==> src/spq_pkg.sv <==
`default_nettype none
package spq_pkg;

  localparam int PRIO_W = 8;
  localparam int TAG_W  = 16;

  typedef logic [1:0] status_t;

  localparam status_t ST_INSERTED = 2'd0;
  localparam status_t ST_REMOVED  = 2'd1;
  localparam status_t ST_EMPTY    = 2'd2;
  localparam status_t ST_FULL     = 2'd3;

  localparam logic REQ_INSERT = 1'b0;
  localparam logic REQ_REMOVE = 1'b1;

  typedef struct packed {
    logic [PRIO_W-1:0] prio;
    logic [TAG_W-1:0]  tag;
  } entry_t;

endpackage
`default_nettype wire

==> src/stable_min_priority_queue_core.sv <==
// Insert: S_WR, S_DONE if empty; else each entry compared passes S_RD, S_CMP in
// the single compare unit, shifted back if greater, then S_WR, S_DONE. Remove:
// S_RRD, S_RDAT, S_DONE; full insert, empty remove: S_DONE. One word at a time.
// A finished word waits in the output register while the next word is taken.
// Reset (rst, synchronous) empties the queue; the entry memory is not cleared.
`default_nettype none
module stable_min_priority_queue_core import spq_pkg::*; #(
  parameter int DEPTH = 16
) (
  input  wire logic              clk,
  input  wire logic              rst,
  input  wire logic              in_valid,
  output logic                   in_ready,
  input  wire logic              req_type,
  input  wire logic [PRIO_W-1:0] priority_req,
  input  wire logic [TAG_W-1:0]  tag,
  output logic                   out_valid,
  input  wire logic              out_ready,
  output logic [1:0]             status,
  output logic [PRIO_W-1:0]      out_priority,
  output logic [TAG_W-1:0]       out_tag
);

  localparam int AW = $clog2(DEPTH);

  logic          mem_we;
  logic [AW-1:0] mem_addr;
  entry_t        mem_wdata;
  entry_t        mem_rdata;

  spq_ctrl #(
    .DEPTH(DEPTH)
  ) u_ctrl (
    .clk          (clk),
    .rst          (rst),
    .in_valid     (in_valid),
    .in_ready     (in_ready),
    .req_type     (req_type),
    .priority_req (priority_req),
    .tag          (tag),
    .out_valid    (out_valid),
    .out_ready    (out_ready),
    .status       (status),
    .out_priority (out_priority),
    .out_tag      (out_tag),
    .mem_we       (mem_we),
    .mem_addr     (mem_addr),
    .mem_wdata    (mem_wdata),
    .mem_rdata    (mem_rdata)
  );

  spq_store #(
    .DEPTH(DEPTH)
  ) u_store (
    .clk   (clk),
    .we    (mem_we),
    .waddr (mem_addr),
    .wdata (mem_wdata),
    .raddr (mem_addr),
    .rdata (mem_rdata)
  );

endmodule
`default_nettype wire

==> src/spq_store.sv <==
`default_nettype none
module spq_store import spq_pkg::*; #(
  parameter int DEPTH = 16,
  localparam int AW = $clog2(DEPTH)
) (
  input  wire logic          clk,
  input  wire logic          we,
  input  wire logic [AW-1:0] waddr,
  input  wire entry_t        wdata,
  input  wire logic [AW-1:0] raddr,
  output entry_t             rdata
);

  entry_t mem [DEPTH];

  always_ff @(posedge clk) begin
    if (we) begin
      mem[waddr] <= wdata;
    end
    rdata <= mem[raddr];
  end

endmodule
`default_nettype wire

==> src/spq_ctrl.sv <==
`default_nettype none
module spq_ctrl import spq_pkg::*; #(
  parameter int DEPTH = 16,
  localparam int AW = $clog2(DEPTH),
  localparam int CW = $clog2(DEPTH + 1),
  localparam int SW = AW + 1
) (
  input  wire logic              clk,
  input  wire logic              rst,
  input  wire logic              in_valid,
  output logic                   in_ready,
  input  wire logic              req_type,
  input  wire logic [PRIO_W-1:0] priority_req,
  input  wire logic [TAG_W-1:0]  tag,
  output logic                   out_valid,
  input  wire logic              out_ready,
  output status_t                status,
  output logic [PRIO_W-1:0]      out_priority,
  output logic [TAG_W-1:0]       out_tag,
  output logic                   mem_we,
  output logic [AW-1:0]          mem_addr,
  output entry_t                 mem_wdata,
  input  wire entry_t            mem_rdata
);

  typedef enum logic [2:0] {
    S_IDLE,
    S_RD,
    S_CMP,
    S_WR,
    S_RRD,
    S_RDAT,
    S_DONE
  } state_t;

  state_t        state;
  logic [AW-1:0] head;
  logic [CW-1:0] count;
  logic [AW-1:0] idx;
  entry_t        new_ent;
  status_t       res_status;
  entry_t        res_ent;
  entry_t        out_ent;
  status_t       out_status;

  logic [AW-1:0] off;
  logic [SW-1:0] sum;
  logic [SW-1:0] wrapped;
  logic          gt;
  logic          full;
  logic          out_busy;

  always_comb begin
    case (state)
      S_RD:    off = idx - AW'(1);
      S_RRD:   off = '0;
      S_RDAT:  off = AW'(1);
      default: off = idx;
    endcase
  end

  assign sum      = {1'b0, head} + {1'b0, off};
  assign wrapped  = (sum >= SW'(DEPTH)) ? (sum - SW'(DEPTH)) : sum;
  assign mem_addr = wrapped[AW-1:0];

  assign gt        = mem_rdata.prio > new_ent.prio;
  assign mem_we    = ((state == S_CMP) && gt) || (state == S_WR);
  assign mem_wdata = (state == S_CMP) ? mem_rdata : new_ent;

  assign full     = (count == CW'(DEPTH));
  assign out_busy = out_valid && !out_ready;
  assign in_ready = (state == S_IDLE);

  assign status       = out_status;
  assign out_priority = out_ent.prio;
  assign out_tag      = out_ent.tag;

  always_ff @(posedge clk) begin
    if (rst) begin
      state     <= S_IDLE;
      head      <= '0;
      count     <= '0;
      out_valid <= 1'b0;
    end else begin
      if ((state == S_DONE) && !out_busy) begin
        out_valid <= 1'b1;
      end else if (out_ready) begin
        out_valid <= 1'b0;
      end
      case (state)
        S_IDLE: begin
          if (in_valid) begin
            new_ent.prio <= priority_req;
            new_ent.tag  <= tag;
            res_ent      <= '0;
            if (req_type == REQ_INSERT) begin
              if (full) begin
                res_status <= ST_FULL;
                state      <= S_DONE;
              end else begin
                idx   <= count[AW-1:0];
                state <= (count == '0) ? S_WR : S_RD;
              end
            end else begin
              if (count == '0) begin
                res_status <= ST_EMPTY;
                state      <= S_DONE;
              end else begin
                state <= S_RRD;
              end
            end
          end
        end
        S_RD: begin
          state <= S_CMP;
        end
        S_CMP: begin
          if (gt) begin
            idx   <= idx - AW'(1);
            state <= (idx == AW'(1)) ? S_WR : S_RD;
          end else begin
            state <= S_WR;
          end
        end
        S_WR: begin
          count      <= count + CW'(1);
          res_status <= ST_INSERTED;
          state      <= S_DONE;
        end
        S_RRD: begin
          state <= S_RDAT;
        end
        S_RDAT: begin
          res_status <= ST_REMOVED;
          res_ent    <= mem_rdata;
          head       <= mem_addr;
          count      <= count - CW'(1);
          state      <= S_DONE;
        end
        S_DONE: begin
          if (!out_busy) begin
            out_status <= res_status;
            out_ent    <= res_ent;
            state      <= S_IDLE;
          end
        end
        default: begin
          state <= S_IDLE;
        end
      endcase
    end
  end

endmodule
`default_nettype wire

==> config.mk <==
export PLATFORM = sky130hd
export DESIGN_NAME = stable_min_priority_queue_core
export DESIGN_NICKNAME = d
export VERILOG_FILES = /design/src/spq_pkg.sv /design/src/stable_min_priority_queue_core.sv /design/src/spq_store.sv /design/src/spq_ctrl.sv
export SDC_FILE = /design/constraint.sdc
export NUM_CORES = 1
export LEC_CHECK = 0
export BUFFER_PORTS_ARGS = -buffer_cell sky130_fd_sc_hd__buf_2
export CAP_MARGIN = 25
export CORE_MARGIN = 3
export CORE_UTILIZATION = 35
export CTS_CLUSTER_DIAMETER = 30
export DETAILED_ROUTE_END_ITERATION = 10
export PLACE_DENSITY = 0.62
export SYNTH_ARGS = -nofsm -noshare
export SYNTH_HDL_FRONTEND = slang
export SYNTH_SLANG_ARGS = --single-unit
==> constraint.sdc <==
create_clock -name clk -period 15.2 [get_ports clk]
set_input_delay 1.52 -clock clk [delete_from_list [all_inputs] [get_ports clk]]
set_output_delay 1.52 -clock clk [all_outputs]
set_load 0.05 [all_outputs]
==> results by group <==
Route
  – Final wirelength: ~43000 um
  – M1 WL: 19700 um
  – Via-per-instance ratio: 5.25
  – Final antenna-violating net count: 0
  – Via Count: between 10000 and 15000
  – Avg WL per Cell: 22.5 um
  – Residual DRC: 0
  – WL met3: 4050 um
  – Highest metal used: met4
  – DR iter-0 viols: between 900 and 1000
  – First-pass detailed-route iteration total: 5
  – Met2 routed WL: 18500 um

Floorplanning
  – Core Footprint: approximately 54000 sq um
  – Die W: 241 um
  – Die Area: 58000 sq um
  – Die Y: approximately 240 um
  – Rows: 85
  – Top Ports: 57
  – Initial Util: between 30% and 40%

CTS
  – TritonCTS Sinks: ~500
  – Setup bufs post-CTS: 0
  – Number of hold buffers added after cts: 0
  – Clock Path Buffers: 3
  – Root Buffer: clkbuf_16
  – CTS tree: done
  – Clk pin slew, worst setup/hold paths: 0.05 ns
  – CTS Buf Count: 96
  – CTS H-tree lvls: 3
  – Post-cts resize count: 0
  – Clk_lat worst skew: 0.61 ns

STA
  – Worst Slack Setup Final: 10.70 ns
  – Minimum clock period: 4.50 ns
  – Slew HR: 38.5%
  – RSZ-0062 raised after global routing: no
  – Final hold violations: 0
  – Slew @ Worst Pin: between 0.9 and 1 ns
  – Final slew viol count: 0
  – Final setup fails: 0
  – Worst Skew: between 0.01 and 0.015 ns
  – Minimum hold slack: between 0.4 and 0.5 ns
  – TNS Setup: 0 ns
  – Period utilization: 29.6%
  – Max Clk Rate: 222 MHz

Worst hold path
  – Hold path cells: 0
  – Worst Hold Class: reg -> reg

Placement
  – IO Port Bufs: 56
  – DP Worst Slack: about 10 ns
  – Post-DP HPWL: 26200 um
  – GP Congestion: 0.804
  – Post-place instance area: 20600 sq um

Synthesis
  – Unique cell type count in the Yosys netlist: 47
  – Mux cell area share after synthesis: 12.4%
  – YS warnings: 0
  – Synth Instances: 1001
  – Ys async rst share: 0%
  – Syn Std Cell Area: 19300 sq um
  – XOR/XNOR Fraction of Synth Area: less than 1%
  – EDFF count, synth: 464
  – Synth Area in Compound Gates: 1.76%
  – Synth Area in Adders: 1.24%
  – Syn nets: 1048
  – Synth Register Bits: 501
  – Main combinational cell family by area after synthesis: multiplexers
  – Simple-gate portion of the synthesized area: 6.02%
  – Mean post-synth cell area: 19.3 sq um
  – Predominant post-synthesis flop cell: edfxtp_1
  – Seq/Total Area, Yosys: roughly three quarters

GRT
  – Total grt overflow: 0
  – GRT Total Usage: around 15%
  – Vias in the first global route: between 10000 and 15000
  – First-pass GRT wire length: 65500 um
  – Largest net degree at the start of global routing: 67
  – Initial antenna violation count: 3

Worst setup path
  – Crit path launch type: flop
  – Critical path's largest stage delay: 1.27 ns
  – Kind of end point of the critical path: flop
  – Worst EP required: 15.46 ns
  – Crit path arrival time: 4.77 ns
  – Crit path max-delay family: adder cells
  – Slowest cell on crit path: fa_4
  – Setup CP Type: reg -> reg
  – Cell Chain, Critical Path: inv_1, o31ai_1, ha_4, inv_1, fa_4, buf_4, nand2_1, nor3_2, buf_4
  – WP buf/inv: 4
  – Crit-path max FO: 42
  – Reg2Reg Depth: 9
  – Crit. path cell count: 9

Pwr
  – Worst VDD drop: 0.135 mV
  – PwrDens: 221 nW/um^2
  – Pleak: slightly above 8 nW
  – Final total power: 5.31 mW

Cells and area
  – Area grow syn2layout: 24.5%
  – Commonest non-fill, non-tap cell in the layout: edfxtp_1
  – Most frequent cells in the layout: 464 x edfxtp_1, 98 x clkbuf_16, 96 x mux4_2
  – Share of layout cells above drive strength 1: 33.2%
  – Ant diodes: 0
  – Final #Nets: 1180
  – FILL cells: 4572
  – Design area: 24000 sq um

Run
  – Max Cap Viol: 0

Outcome
  – Status: complete, no violations
-- cell type report --
type | count | area, sq um | share of cell area (%)
sequential | 501 | 14700 | 61.0
timing repair buffer | 93 | 591 | 2.46
clock buffer | 113 | 2580 | 10.7
inverter | 21 | 78.8 | 0.328
multi-input combinational | 420 | 4450 | 18.5
clock inverter | 66 | 802 | 3.34
tap | 696 | 871 | 3.62
-- path summary, 6_finish.rpt --
kind	startpoint	end	slack, ns
worst min-delay path	u_ctrl.res_ent[20]	u_ctrl.out_priority[4]	0.41
worst max register to register	u_ctrl.state[0]	u_store.mem[4][13]	10.70
worst max-delay path	u_ctrl.state[0]	u_store.mem[4][13]	10.70
worst min register to register	u_ctrl.res_ent[20]	u_ctrl.out_priority[4]	0.41
-- per-layer routing --
metal	vias up	track usage, %
li1	4348	-
met1	5198	22.7
met2	414	20.9
met3	62	5.45
met4	0	4.11
met5	-	0
-- cell families after synthesis --
group | count (synthesis)
AO/OA/AOI/OAI | 55
multiplexers | 118
AND/OR/NAND/NOR | 217
adder cells (fa/ha/maj) | 18
XOR/XNOR | 12
flip-flops | 501
buffers and inverters | 80
-- Yosys cell counts, drive strengths merged (3+ instances only) --
| cell type | n | area share (%) |
|---|---|---|
| a211oi | 3 | 0.12 |
| a21o | 3 | 0.12 |
| a21oi | 22 | 0.57 |
| and2 | 24 | 0.78 |
| buf | 22 | 0.74 |
| clkbuf | 37 | 0.72 |
| dfxtp | 37 | 3.8 |
| edfxtp | 464 | 72 |
| ha | 16 | 1.0 |
| inv | 21 | 0.41 |
| mux2 | 17 | 0.99 |
| mux2i | 5 | 0.26 |
| mux4 | 96 | 11 |
| nand2 | 25 | 0.49 |
| nand3 | 93 | 2.4 |
| nand4 | 25 | 0.81 |
| nor2 | 19 | 0.37 |
| nor3 | 13 | 0.34 |
| nor4 | 9 | 0.42 |
| o21ai | 14 | 0.42 |
| xnor2 | 8 | 0.40 |
| xor2 | 4 | 0.28 |
-- power breakdown --
| part | leakage, nW | switching (mW) | internal (mW) |
|---|---|---|---|
| clock | 1.65 | 0.690 | 1.47 |
| sequential | 4.50 | 0.0822 | 1.76 |
| combinational | 1.90 | 0.822 | 0.492 |
| total | 8.05 | 1.59 | 3.72 |
-- per-stage QoR --
step                cells  utilization [%]
finish               1910             44.3
global placement     1727             38.0
global route         1910             44.3
CTS                  1907             44.3
floorplan            1001                -
detailed placement   1728             38.0
-- flip-flops by register name, indices dropped and copies added, names as in the netlist --
| register | cells |
|---|---|
| u_ctrl.count | 5 |
| u_ctrl.head | 4 |
| u_ctrl.idx | 4 |
| u_ctrl.new_ent | 24 |
| u_ctrl.out_priority | 8 |
| u_ctrl.out_tag | 16 |
| u_ctrl.out_valid | 1 |
| u_ctrl.res_ent | 24 |
| u_ctrl.res_status | 2 |
| u_ctrl.state | 3 |
| u_ctrl.status | 2 |
| u_store.mem | 384 |
| u_store.rdata | 24 |
-- worst reg2reg max path: cells and delay by family, from the launching register on --
family / cells / cell delay (ns)
AO/OA/AOI/OAI: 1 / 0.42
adder cells (fa/ha/maj): 2 / 1.46
buffers and inverters: 4 / 1.23
flip-flops: 1 / 0.52
AND/OR/NAND/NOR: 2 / 0.52
Note: power is estimated with default switching activity, not from simulation.
